--- config.mk ---
export PLATFORM = sky130hd
export DESIGN_NAME = lcw_cell
export DESIGN_NICKNAME = d
export VERILOG_FILES = /design/src/lcw_pkg.sv /design/src/lcw_cell.sv
export SDC_FILE = /design/constraint.sdc
export NUM_CORES = 1
export LEC_CHECK = 0
export ABC_AREA = 1
export ABC_CLOCK_PERIOD_IN_PS = 800
export BUFFER_PORTS_ARGS = -buffer_cell sky130_fd_sc_hd__buf_2
export CAP_MARGIN = 25
export CORE_ASPECT_RATIO = 2
export CORE_UTILIZATION = 35
export DETAILED_ROUTE_END_ITERATION = 6
export GPL_ROUTABILITY_DRIVEN = 0
export PLACE_DENSITY = 0.68
export SYNTH_ARGS = -nofsm -noshare
export SYNTH_HDL_FRONTEND = slang
export SYNTH_SLANG_ARGS = --single-unit
--- constraint.sdc ---
create_clock -name clk -period 0.8 [get_ports clk]
set_clock_uncertainty 0.1 [all_clocks]
set_input_delay 0.08 -clock clk [delete_from_list [all_inputs] [get_ports clk]]
set_output_delay 0.08 -clock clk [all_outputs]
set_load 0.005 [all_outputs]
--- src/lcw_pkg.sv ---
// lcw_pkg: shared constants, register indexes and flag structs for the
// lidar curvature window block. no dependencies.
`timescale 1ns / 1ps

package lcw_pkg;

    // default geometry of the window and the coordinate word
    localparam int HALF_WINDOW_DEF = 5;
    localparam int COORD_BITS_DEF  = 18;

    // curvature word, fixed by the result format
    localparam int                CURV_W   = 45;
    localparam logic [CURV_W-1:0] CURV_MAX = '1;

    // configuration port
    localparam int                CFG_DATA_W    = 64;
    localparam int                CFG_ADDR_W    = 4;
    localparam int                CFG_IDX_LSB   = 3;
    localparam logic [0:0]        REG_CURV_THRESHOLD = 1'b0;
    localparam logic [CURV_W-1:0] THRESHOLD_RESET    = 45'd5242880;

    // flags that travel with a point from the window into the curvature pipe
    typedef struct packed {
        logic has_curv;
        logic last;
    } pt_flags_t;

    // flags that leave with a result
    typedef struct packed {
        logic has_curv;
        logic masked;
        logic last;
    } res_flags_t;

endpackage

--- src/lcw_cell.sv ---
// lcw_cell: one stage of the point window, holds a point and its tags and
// hands them on to the next cell on every shift. depends on lcw_pkg.
`timescale 1ns / 1ps

module lcw_cell
    import lcw_pkg::*;
#(
    parameter int COORD_BITS = COORD_BITS_DEF
)
(
    input  logic                         clk,
    input  logic                         rst_n,
    input  logic                         shift,
    input  logic signed [COORD_BITS-1:0] d_x,
    input  logic signed [COORD_BITS-1:0] d_y,
    input  logic signed [COORD_BITS-1:0] d_z,
    input  logic                         d_present,
    input  logic                         d_id,
    input  logic                         d_last,
    output logic signed [COORD_BITS-1:0] q_x,
    output logic signed [COORD_BITS-1:0] q_y,
    output logic signed [COORD_BITS-1:0] q_z,
    output logic                         q_present,
    output logic                         q_id,
    output logic                         q_last
);

    logic signed [COORD_BITS-1:0] x_reg;
    logic signed [COORD_BITS-1:0] y_reg;
    logic signed [COORD_BITS-1:0] z_reg;
    logic                         present_reg;
    logic                         id_reg;
    logic                         last_reg;

    // data is cleared too: the window sums track the cell contents
    always_ff @(posedge clk or negedge rst_n)
    begin
        if (!rst_n)
        begin
            x_reg       <= '0;
            y_reg       <= '0;
            z_reg       <= '0;
            present_reg <= 1'b0;
            id_reg      <= 1'b0;
            last_reg    <= 1'b0;
        end
        else if (shift)
        begin
            x_reg       <= d_x;
            y_reg       <= d_y;
            z_reg       <= d_z;
            present_reg <= d_present;
            id_reg      <= d_id;
            last_reg    <= d_last;
        end
    end

    assign q_x       = x_reg;
    assign q_y       = y_reg;
    assign q_z       = z_reg;
    assign q_present = present_reg;
    assign q_id      = id_reg;
    assign q_last    = last_reg;

endmodule

# After elaboration in Yosys (flattened, before gate mapping)
# Cells that the tools add are included.
# totals
reg_bits	57
latchBits	0
ram_bits	0
mem_bits_ro	0
inputBits	60
output_inout_bits	57
elab_cells	6
mem_count	0
# op_classes
addsub	0
mul	0
div_mod_pow	0
magnitude_cmp	0
n_eq_ne	0
shifts	0
mux	0
bitwise	0
reduce_logical	0

# Longest topological paths before layout
# logic_depth
depth_word	0
depth_mapped	5
mapped_depth_nobuf	3

# Worst setup path after synthesis
# Ideal clock, no wire load.
# synth_path
path_kind	input to register
startpoint	input port shift
endpoint	register x_reg[0] (netlist: q_x[0])
setup_time_ps	116
arrival_time_ps	497
t_required_ps	584
slack_ps	86
path_stages	5
path_buffers	2
path_cell_list	inv_2 buf_2 buf_4 nand2_1 nand2_1
# synth_rtl
element	line_no	text
from (decl)	lcw_cell.sv:13	input logic shift,
to (signal assigned)	lcw_cell.sv:40	x_reg <= '0;
to (signal assigned)	lcw_cell.sv:49	x_reg <= d_x;
to (decl)	lcw_cell.sv:28	logic signed [COORD_BITS-1:0] x_reg;

# Worst setup path in the final report
# layout_path
startpoint	register z_reg[8] (netlist: q_z[8])
endpoint	output port q_z[8]
# layout_rtl
element	line_no	text
from (decl)	lcw_cell.sv:30	logic signed [COORD_BITS-1:0] z_reg;
from (signal assigned)	lcw_cell.sv:51	z_reg <= d_z;
to (decl)	lcw_cell.sv:22	output logic signed [COORD_BITS-1:0] q_z,
# No word-level cell between the ends.

==> flow_summary.yaml <==
outcome:
  status: "finished, violations left"
  violations: "DRC, setup timing"
floorplanning:
  die_h_um: 113
  start_util_pct: 36.0
  dieArea_um2: 6460
  num_io_pins: 117
  die_w_um: 57.4
  num_rows: 40
  coreArea_um2: 5960
detailed_routing:
  wl_um: 7220
  postRouteAntennaNets: 0
  dr.pass1.iters: 6
  viasPerCell: 4.64
  post-route-drc-count: 9
  routedWlPerCell_um: 14.0
  drt_iter0_drc: 142
  num_vias: 2400
clock_tree:
  path_clk_slew_ns: 0.05
  cts_root_buf: "clkbuf_16"
  cts_tree: "done"
  cts_buffers: 9
  clk_latency_ns: 0.32
  htreeDepth: 3
  clockBufferDepth: 2
  cts_sinks: 57
layout:
  n_antenna_cell: 0
  layout-drive-gt1-share_pct: 40.7
  nets: 510
  nFillCells: 444
  areaGrowthSynthToFinish_pct: 86.3
  final_cells: 517
  utilization_pct: 67.1
sta:
  setup_viol: 79
  rsz0062_at_grt: "true"
  whs_ns: 0.0978
  slew_viol_final: 0
  hold_viol: 0
  fmax_mhz: 970
  fin_crit_sh_pct: 129
  relSlewSlack_pct: 80.0
  setup_slack_ns: -0.230
  period_minus_slack_ns: 1.03
  tightest_slew_ns: 0.300
run:
  max_cap_viol_count: 0
pwr:
  peakVddDrop_uv: 1240
  combinationalPowerShare_pct: 17.9
  p_int_mw: 6.12
  power_mw: 8.03
  p_leak_nw: 2.26
  power_switching_mw: 1.91
  pwr-share-clk_pct: 41.0
  powerDensity_nw_per_um2: 2010
  switching_share_pct: 23.8
  seqPwrFrac_pct: 41.1
worst_setup_path:
  critical_path_buf_inv_count: 1
  cp-start-kind: "flip-flop"
  critPathCaptureType: "primary output"
  crit_path_top_delay_cell: "dfrtp_1"
  critPathMaxFanout: 2
  critPathArrivalTime_ns: 0.85
  crit_required_ns: 0.62
  slowest_delay_ns: 0.39
  cp_top_family: "flip-flops"
  r2r_setup_slack_ns: -0.16
  path_cells: "buf_2"
  crit_type: "flip-flop to primary output"
synth:
  synth_top_cell_by_area: "dfrtp_1"
  yosys-top-cells-area: "dfrtp_1 67%, nand2_1 30%, buf_4 1.8%, buf_2 1.6%, inv_2 0.18%"
  synthCells: 241
  yosysTopAreaCellShare_pct: 66.5
  syn_nets: 301
  syn_avg_cell_area_um2: 8.90
  yosys_warnings: 0
  synth.yosys.seq_area_share_pct: 66.5
  syn_area_um2: 2140
  synth_seq_cells: 57
  yosysUniqueCellTypes: 5
global_route:
  gr-usage-all-layers_pct: 21.3
  grt_max_degree: 58
  grt-ovfl-total: 0
  grt_pass1_wl_um: 10300
  grt_pass1_vias: 2264
  antenna_found_initial: 0
place:
  dp_slack_ns: -0.0318
  placed_cells: 413
  place_hpwl_um: 3690
  io_buffers: 116
min_path:
  hp-class: "input port to flip-flop"
==> logic make-up after synthesis <==
| group | Yosys count | synth area share [%] |
|---|---|---|
| and+or+nand+nor | 171 | 29.9 |
| buffers and inverters | 13 | 3.56 |
| DFF | 57 | 66.5 |
==> placed cells by master (no fill, tap or decap), drive strengths merged <==
cell         instances
inv                  1
clkbuf              15
nand2              171
dfrtp               57
buf                152
dlygate4sd3         58
==> cell usage after synthesis <==
| cell type | instances |
|---|---|
| dfrtp_1 | 57 |
| inv_2 | 1 |
| nand2_1 | 171 |
| buf_4 | 5 |
| buf_2 | 7 |
==> tightest hold or removal path, cell delays in order <==
cell     delay (ns)
buf_2          0.14
buf_12         0.16
nand2_1        0.06
nand2_1        0.04
==> cell type report <==
cell class,count,area (µm²),area share [%]
Inverter,1,3.75,0.0940
Tap cell,63,78.8,1.97
Timing Repair Buffer,210,1530,38.3
Sequential cell,57,1430,35.7
Clock buffer,15,258,6.45
Multi-Input combinational cell,171,697,17.4
==> flip-flops by register name, summed over array words and instances (netlist names) <==
name and flops:
q_x 18, q_present 1, q_z 18, q_last 1
q_y 18, q_id 1
==> metal layers <==
metal | wire (µm) | up-vias | track usage, %
met5 | 0 | - | 0
met4 | 313 | 0 | 13.8
met3 | 296 | 26 | 4.91
met2 | 4030 | 88 | 37.9
met1 | 2580 | 1147 | 21.5
li1 | - | 1139 | -
==> through the flow <==
stage / TNS (ns) / area (µm²)
3_5_place_dp: -0.566 / 2830
3_3_place_gp: -0.0191 / 2830
5_1_grt: -14.74 / 4000
4_1_cts: -12.39 / 3790
6_report: -12.49 / 4000
2_1_floorplan: 0 / 2140
==> repair_timing <==
action | 4_1_cts | 5_1_grt
resized for setup | 2 | 30
setup endpoints to repair | 57 | 72
hold buffers | 58 | 0
pin swaps | 0 | 11
endpoints found under the hold margin | 114 | 0
buffers inserted | 15 | 21
==> power groups by stage <==
stage | sequential (mW) | clock (mW) | combinational, mW
final | 3.30 | 3.30 | 1.44
after global routing | 3.32 | 3.51 | 1.56
after CTS | 3.28 | 3.40 | 1.23
after detailed placement | 3.32 | 0 | 0.904
after global placement | 3.32 | 0 | 0.884
after floorplan | 3.34 | 0 | 0.307
==> final timing paths <==
path | from | cells after the start | endpoint
worst max-delay path | q_z[8] | 1 | q_z[8]
worst min-delay path | shift | 4 | q_z[17]
worst max register to register | q_y[2] | 4 | q_y[2]
worst min register to register | q_y[4] | 2 | q_y[4]
max in group asynchronous | rst_n | 3 | q_y[12]
min in group asynchronous | rst_n | 3 | q_x[11]
Note: power is estimated with default switching activity, not from simulation.
