`src/lcw_pkg.sv`:
```
// lcw_pkg: shared constants, register indexes and flag structs for the
// lidar curvature window block. no dependencies.
`timescale 1ns / 1ps

package lcw_pkg;

    // default geometry of the window and the coordinate word
    localparam int HALF_WINDOW_DEF = 5;
    localparam int COORD_BITS_DEF  = 18;

    // curvature word, fixed by the result format
    localparam int                CURV_W   = 45;
    localparam logic [CURV_W-1:0] CURV_MAX = '1;

    // configuration port
    localparam int                CFG_DATA_W    = 64;
    localparam int                CFG_ADDR_W    = 4;
    localparam int                CFG_IDX_LSB   = 3;
    localparam logic [0:0]        REG_CURV_THRESHOLD = 1'b0;
    localparam logic [CURV_W-1:0] THRESHOLD_RESET    = 45'd5242880;

    // flags that travel with a point from the window into the curvature pipe
    typedef struct packed {
        logic has_curv;
        logic last;
    } pt_flags_t;

    // flags that leave with a result
    typedef struct packed {
        logic has_curv;
        logic masked;
        logic last;
    } res_flags_t;

endpackage

```
`src/lcw_curv.sv`:
```
// lcw_curv: pipelined curvature of the centre point (difference, square,
// sum of axes, saturate and threshold) with the output register. depends on lcw_pkg.
`timescale 1ns / 1ps

module lcw_curv
    import lcw_pkg::*;
#(
    parameter int HALF_WINDOW = HALF_WINDOW_DEF,
    parameter int COORD_BITS  = COORD_BITS_DEF,
    localparam int WIN_LEN    = 2 * HALF_WINDOW + 1,
    localparam int S_W        = COORD_BITS + $clog2(WIN_LEN)
)
(
    input  logic                         clk,
    input  logic                         rst_n,
    input  logic [CURV_W-1:0]            threshold,
    // centre point and window sums
    input  logic                         in_valid,
    output logic                         in_ready,
    input  logic signed [COORD_BITS-1:0] in_x,
    input  logic signed [COORD_BITS-1:0] in_y,
    input  logic signed [COORD_BITS-1:0] in_z,
    input  logic signed [S_W-1:0]        sum_x,
    input  logic signed [S_W-1:0]        sum_y,
    input  logic signed [S_W-1:0]        sum_z,
    input  pt_flags_t                    in_flags,
    // result
    output logic                         out_valid,
    input  logic                         out_ready,
    output logic signed [COORD_BITS-1:0] out_x,
    output logic signed [COORD_BITS-1:0] out_y,
    output logic signed [COORD_BITS-1:0] out_z,
    output logic [CURV_W-1:0]            out_curv,
    output res_flags_t                   out_flags
);

    localparam int MAG_W = COORD_BITS + $clog2(2 * HALF_WINDOW) + 1;
    localparam int D_W   = MAG_W + 1;
    localparam int SQ_W  = 2 * MAG_W;
    localparam int TOT_W = SQ_W + 2;
    localparam int CMP_W = (TOT_W > CURV_W) ? TOT_W : CURV_W;
    localparam logic signed [D_W-1:0] WIN_MUL = D_W'(WIN_LEN);

    // stage valids
    logic va_reg, vb_reg, vc_reg, vo_reg;
    logic en_a, en_b, en_c, en_o;

    // stage a: absolute differences
    logic [MAG_W-1:0] mag_x_reg, mag_y_reg, mag_z_reg;
    logic [MAG_W-1:0] mag_x_next, mag_y_next, mag_z_next;
    logic signed [COORD_BITS-1:0] ax_reg, ay_reg, az_reg;
    pt_flags_t fa_reg;

    // stage b: squares
    logic [SQ_W-1:0] sq_x_reg, sq_y_reg, sq_z_reg;
    logic signed [COORD_BITS-1:0] bx_reg, by_reg, bz_reg;
    pt_flags_t fb_reg;

    // stage c: sum over axes
    logic [TOT_W-1:0] tot_reg;
    logic [TOT_W-1:0] tot_next;
    logic signed [COORD_BITS-1:0] cx_reg, cy_reg, cz_reg;
    pt_flags_t fc_reg;

    // output stage
    logic [CMP_W-1:0]  tot_ext;
    logic [CURV_W-1:0] curv_next;
    logic [CURV_W-1:0] curv_reg;
    logic signed [COORD_BITS-1:0] ox_reg, oy_reg, oz_reg;
    res_flags_t fo_reg;
    res_flags_t fo_next;

    assign en_o     = !vo_reg || out_ready;
    assign en_c     = !vc_reg || en_o;
    assign en_b     = !vb_reg || en_c;
    assign en_a     = !va_reg || en_b;
    assign in_ready = en_a;

    // neighbour sum minus ten times centre = window sum minus eleven times centre
    function automatic logic [MAG_W-1:0] abs_diff(
        input logic signed [S_W-1:0]        s,
        input logic signed [COORD_BITS-1:0] c,
        input logic                         en
    );
        logic signed [D_W-1:0] d;
        logic signed [D_W-1:0] a;
        d = D_W'(s) - D_W'(c) * WIN_MUL;
        a = (d < 0) ? -d : d;
        return en ? a[MAG_W-1:0] : '0;
    endfunction

    always_comb
    begin
        mag_x_next = abs_diff(sum_x, in_x, in_flags.has_curv);
        mag_y_next = abs_diff(sum_y, in_y, in_flags.has_curv);
        mag_z_next = abs_diff(sum_z, in_z, in_flags.has_curv);
    end

    assign tot_next = TOT_W'(sq_x_reg) + TOT_W'(sq_y_reg) + TOT_W'(sq_z_reg);
    assign tot_ext  = CMP_W'(tot_reg);

    always_comb
    begin
        if (tot_ext > CMP_W'(CURV_MAX))
        begin
            curv_next = CURV_MAX;
        end
        else
        begin
            curv_next = tot_ext[CURV_W-1:0];
        end
        fo_next.has_curv = fc_reg.has_curv;
        fo_next.masked   = fc_reg.has_curv && (curv_next > threshold);
        fo_next.last     = fc_reg.last;
    end

    always_ff @(posedge clk or negedge rst_n)
    begin
        if (!rst_n)
        begin
            va_reg <= 1'b0;
            vb_reg <= 1'b0;
            vc_reg <= 1'b0;
            vo_reg <= 1'b0;
        end
        else
        begin
            if (en_a)
            begin
                va_reg <= in_valid;
            end
            if (en_b)
            begin
                vb_reg <= va_reg;
            end
            if (en_c)
            begin
                vc_reg <= vb_reg;
            end
            if (en_o)
            begin
                vo_reg <= vc_reg;
            end
        end
    end

    always_ff @(posedge clk)
    begin
        if (en_a)
        begin
            mag_x_reg <= mag_x_next;
            mag_y_reg <= mag_y_next;
            mag_z_reg <= mag_z_next;
            ax_reg    <= in_x;
            ay_reg    <= in_y;
            az_reg    <= in_z;
            fa_reg    <= in_flags;
        end
        if (en_b)
        begin
            sq_x_reg <= SQ_W'(mag_x_reg) * SQ_W'(mag_x_reg);
            sq_y_reg <= SQ_W'(mag_y_reg) * SQ_W'(mag_y_reg);
            sq_z_reg <= SQ_W'(mag_z_reg) * SQ_W'(mag_z_reg);
            bx_reg   <= ax_reg;
            by_reg   <= ay_reg;
            bz_reg   <= az_reg;
            fb_reg   <= fa_reg;
        end
        if (en_c)
        begin
            tot_reg <= tot_next;
            cx_reg  <= bx_reg;
            cy_reg  <= by_reg;
            cz_reg  <= bz_reg;
            fc_reg  <= fb_reg;
        end
        if (en_o)
        begin
            curv_reg <= curv_next;
            ox_reg   <= cx_reg;
            oy_reg   <= cy_reg;
            oz_reg   <= cz_reg;
            fo_reg   <= fo_next;
        end
    end

    assign out_valid = vo_reg;
    assign out_x     = ox_reg;
    assign out_y     = oy_reg;
    assign out_z     = oz_reg;
    assign out_curv  = curv_reg;
    assign out_flags = fo_reg;

endmodule

```
`config.mk`:
```
export PLATFORM = sky130hd
export DESIGN_NAME = lcw_curv
export DESIGN_NICKNAME = d
export VERILOG_FILES = /design/src/lcw_pkg.sv /design/src/lcw_curv.sv
export SDC_FILE = /design/constraint.sdc
export NUM_CORES = 2
export LEC_CHECK = 0
export BUFFER_PORTS_ARGS = -buffer_cell sky130_fd_sc_hd__buf_4
export CAP_MARGIN = 20
export CORE_MARGIN = 1.5
export CORE_UTILIZATION = 59
export CTS_CLUSTER_SIZE = 8
export DETAILED_ROUTE_END_ITERATION = 6
export GPL_TIMING_DRIVEN = 0
export PLACE_DENSITY_LB_ADDON = 0.1
export SLEW_MARGIN = 40
export SYNTH_ARGS = -nofsm -noshare
export SYNTH_HDL_FRONTEND = slang
export SYNTH_SLANG_ARGS = --single-unit
```
`constraint.sdc`:
```
create_clock -name clk -period 7.1 [get_ports clk]
set_clock_uncertainty 0.15 [all_clocks]
set_input_delay 1.42 -clock clk [delete_from_list [all_inputs] [get_ports clk]]
set_output_delay 1.42 -clock clk [all_outputs]
set_load 0.1 [all_outputs]
```
Yosys cells after proc, flatten, opt, wreduce, memory -nomap -nowiden

Index checks and enable logic that the tools add are counted.

Register bits after elaboration: 529
Latch bits: 0
Memory bits (writable): 0
ROM bits: 0
Bits of input ports: 171
Output and inout bits: 104
Word-level logic and storage cells: 65
Memories kept: 0

Add/sub/neg operators: 8
Multiply operators: 6
Divide/modulo/power cells: 0
Magnitude comparators: 5
Equal/unequal tests: 0
Shift operators: 0
Muxes and demuxes: 4
Bitwise logic cells: 0
Reduce and logical (&&, ||, !) cells: 9

Operators with widths:

| cell                                                            | count |
|---|---|
| multiplier 23 x 23 -> 46 bit                                    | 3 |
| less-than comparator 24 x 1 -> 1 bit, second input constant     | 3 |
| subtractor 22 x 23 -> 24 bit                                    | 3 |
| multiplier 18 x 5 -> 23 bit, second input constant              | 3 |
| 2-to-1 mux 23 bit                                               | 3 |
| negation 23 bit                                                 | 3 |
| adder 47 x 46 -> 48 bit                                         | 1 |
| greater-than comparator 48 x 45 -> 1 bit, second input constant | 1 |
| adder 46 x 46 -> 47 bit                                         | 1 |
| greater-than comparator 45 bit                                  | 1 |
| 2-to-1 mux 45 bit                                               | 1 |
| zero test 1 bit                                                 | 4 |
| logical OR 1 bit                                                | 4 |
| logical AND 1 bit                                               | 1 |

Logic depth before layout (Yosys ltp)

Word-level depth: 5
Gate-level depth with buffers: 30

Worst setup path after synthesis

No wires, ideal clock.

Kind: input to register
Start point: in out_ready
End point: reg ax_reg[0], enable pin
Setup time: 2.016 ns
Data arrival time: 5.943 ns
Setup slack: -1.009 ns
Stages: 2
Buffers on the path: 0
Cell sequence: nor2b_1 -> nand4_1

Word-level cells in the longest chain between the ends: 4

RTL lines:

| what                 | RTL line        | source |
|---|---|---|
| start, declared      | lcw_curv.sv:29  | `input logic out_ready,` |
| logical OR 1 bit     | lcw_curv.sv:73  | `assign en_o = !vo_reg \|\| out_ready;` |
| logical OR 1 bit     | lcw_curv.sv:74  | `assign en_c = !vc_reg \|\| en_o;` |
| logical OR 1 bit     | lcw_curv.sv:75  | `assign en_b = !vb_reg \|\| en_c;` |
| logical OR 1 bit     | lcw_curv.sv:76  | `assign en_a = !va_reg \|\| en_b;` |
| via in_ready         | lcw_curv.sv:19  | `output logic in_ready,` |
| end signal, assigned | lcw_curv.sv:154 | `ax_reg <= in_x;` |
| end, declared        | lcw_curv.sv:51  | `logic signed [COORD_BITS-1:0] ax_reg, ay_reg, az_reg;` |

The timed path passes the listed nets, and every way through them passes these cells.
A chain may end at the register's enable or synchronous reset.

Final worst setup path

Start point: reg mag_z_reg[6]
End point: reg sq_z_reg[42], data pin

Word-level cells in the longest chain between the ends: 1

RTL lines:

| what                         | RTL line        | source |
|---|---|---|
| start, declared              | lcw_curv.sv:49  | `logic [MAG_W-1:0] mag_x_reg, mag_y_reg, mag_z_reg;` |
| start signal, assigned       | lcw_curv.sv:153 | `mag_z_reg <= mag_z_next;` |
| multiplier 23 x 23 -> 46 bit | lcw_curv.sv:163 | `sq_z_reg <= SQ_W'(mag_z_reg) * SQ_W'(mag_z_reg);` |
| end signal, assigned         | lcw_curv.sv:163 |  |
| end, declared                | lcw_curv.sv:55  | `logic [SQ_W-1:0] sq_x_reg, sq_y_reg, sq_z_reg;` |

Every way passes these cells.

==> run metrics <==
number of global-route vias before repair=roughly 56000; routed vias=52700; FF-to-FF path depth=28; actual slew at the worst max-slew pin=0.761 ns; Post-Synthesis Cells=between 7000 and 8000; num ports=between 200 and 300; failing checks=DRC, setup timing; H-tree depth=3; Antenna Nets Post-Route=0; count leader, synth=inv_1; sequential share of the synthesized area=between 20% and 30%; synthesis-stage register bit count=~530; Buffers on Ports=approximately 270; worst hold path cell count=0; cell taking the most area after synthesis=fa_1; largest net degree at the start of global routing=64; Max Root-Sink Buffers=3; initial antenna violation count=8; WS Path Type=register to register; CTS tree=done; Die Ht=358 um; Place WS=-1.59 ns; Async SR Flop Fraction=0.760%; Initial Util=between 50% and 60%; worst-path maximum fanout=5; Tcrit/Tclk final=106%; Iter 0 DRT Violations=around 3700; Synth warnings=0; Nets=slightly above 10000; Layout area overhead=17.7%; status=finished, violations left; CP required=about 7.3 ns; iteration count of the initial detailed-routing pass=7; Worst Path Arrival=slightly below 8 ns; CP max stage cell=fa_1; max reg flops=48; Routed wire per std cell=~21 um; setup TNS=-7.94 ns; via-per-instance ratio=5.52; clock sinks=526; Largest stage delay, worst path=0.57 ns; final worst slack=-0.438 ns; Fin. Hold Viols=0; top cells by area, synth=fa_1, edfxtp_1, ha_1, inv_1, and2_1; CP endpoint kind=register; die area=~0.13 sq mm; Commonest cells post-synth=inv_1, fa_1, ha_1, edfxtp_1, nand2_1; Synth cell types=90; Residual DRC=2; R2R Path Start=mag_z_reg[6]; Filler Cell Count=~9400; hold path start=cz_reg[15]; WL final=between 200 and 250 mm; Slew Limit Fails=0; share of layout cells above drive strength 1=between 10% and 20%; std cell rows=130; post-layout util=a little over two thirds; synthesized cell area=~0.075 sq mm; R2R Path End=sq_z_reg[42]; Hold Crit Class=register to register; GRT overflow=0; CP most frequent cell=fa_1; RePlAce Congestion=slightly below 1; CP Launch Type=register; first-pass GRT wire length=around 310 mm; ys flop type=edfxtp_1; WHS Endpoint=out_z[15]; RSZ-0062 raised after global routing=true; Die X=358 um; DP Wirelength=between 150 and 200 mm; fin crit period=7.54 ns; core area=about 0.13 sq mm; total global-route track usage=between 30% and 40%; root buffer cell=clkbuf_16; fmax=around 130 MHz; clock slew at reported path FFs=0.06 ns; Yosys top cell area share=between 30% and 40%; Num CTS Buffers=between 70 and 80; Synth Area per Inst=10.4 sq um; final setup fails=between 40 and 50; reg-to-reg setup timing slack=-0.44 ns; worst skew pair latency=approximately 0.7 ns; Post-synth EDFFs=about 520; slew margin rel.=between 40% and 50%; Max-Cap Viols=0
how the worst max path moves through the flow:
| stage | start | endpoint | slack, ns | cells after the start |
|---|---|---|---|---|
| CTS | mag_z_reg[5] | sq_z_reg[44] | -0.65 | 26 |
| global route | mag_z_reg[9] | sq_z_reg[42] | -0.64 | 28 |
| global placement | out_ready | by_reg[14] | -4.25 | 3 |
| finish | mag_z_reg[6] | sq_z_reg[42] | -0.44 | 28 |
| floorplan | out_ready | ax_reg[0] | -0.88 | 2 |
| detailed placement | mag_x_reg[18] | sq_x_reg[41] | -1.59 | 24 |
through the flow:
step | area [sq um] | cells | hold slack (ns)
finish | 87700 | 9555 | 0.258
CTS | 85400 | 9438 | 0.251
detailed placement | 79200 | 9124 | 0.255
global route | 87700 | 9552 | 0.256
global placement | 78800 | 9100 | 0.250
floorplan | 74700 | 7176 | 0.250
area by class of cell:
class / instances / area [sq um] / share of cell area [%]
Timing Repair Buffer: 629 / 5260 / 5.99
Clock inverter: 14 / 284 / 0.324
Inverter: 1723 / 6510 / 7.43
Sequential cell: 526 / 15800 / 18.0
Buffer: 178 / 1780 / 2.02
Clock buffer: 93 / 2010 / 2.29
Tap cell: 1650 / 2060 / 2.35
Multi-Input combinational cell: 4738 / 54000 / 61.6
Antenna cell: 4 / 10.0 / 0.0114
critical path, delay by kind of cell (launching register included):
kind	cells	cell delay [ns]
buf+inv	9	0.83
fa+ha+maj	8	3.91
mux	1	0.13
compound gates	6	1.27
flops	1	0.40
simple gates	4	0.52
layout by cell type (no fill, tap or decap), drive strengths merged, types with 60 or more instances in the layout:
cell type,instances
o21ai,129
a21o,139
clkbuf,215
nand3,64
a21oi,229
xnor2,186
xor2,127
nor2,256
nand2b,94
inv,1715
fa,1297
ha,796
edfxtp,522
nand2,514
buf,685
and2,347
nor3,60
timing repair:
action                                  4_1_cts  5_1_grt
pin swaps                                   204      282
hold buffers                                  0        0
endpoints found under the setup margin       85       66
resized for setup                           577      419
gates cloned                                  1        1
setup buffers                               215      126
metal layers:
| metal | wire length, um | track usage (%) | part of all wire (%) |
|---|---|---|---|
| met3 | 14300 | 5.52 | 7.1 |
| met1 | 83000 | 43.0 | 41 |
| met4 | 7720 | 11.1 | 3.8 |
| met2 | 95700 | 52.5 | 48 |
| met5 | 41 | 0 | 0.020 |
cell families after synthesis:
logic type	after synthesis	synth area share (%)
AOI/OAI and AO/OA	777	6.86
xor gates and xnor gates	313	3.68
adders and majority gates	2093	48.2
buffers and inverters	1912	9.63
DFF	526	21.2
muxes	12	0.171
other	1	0.00503
and+or+nand+nor	1540	10.3
Power is left out: the tool's default activity adds up to more than one toggle a clock period on the data nets, which glitch-free logic cannot reach.
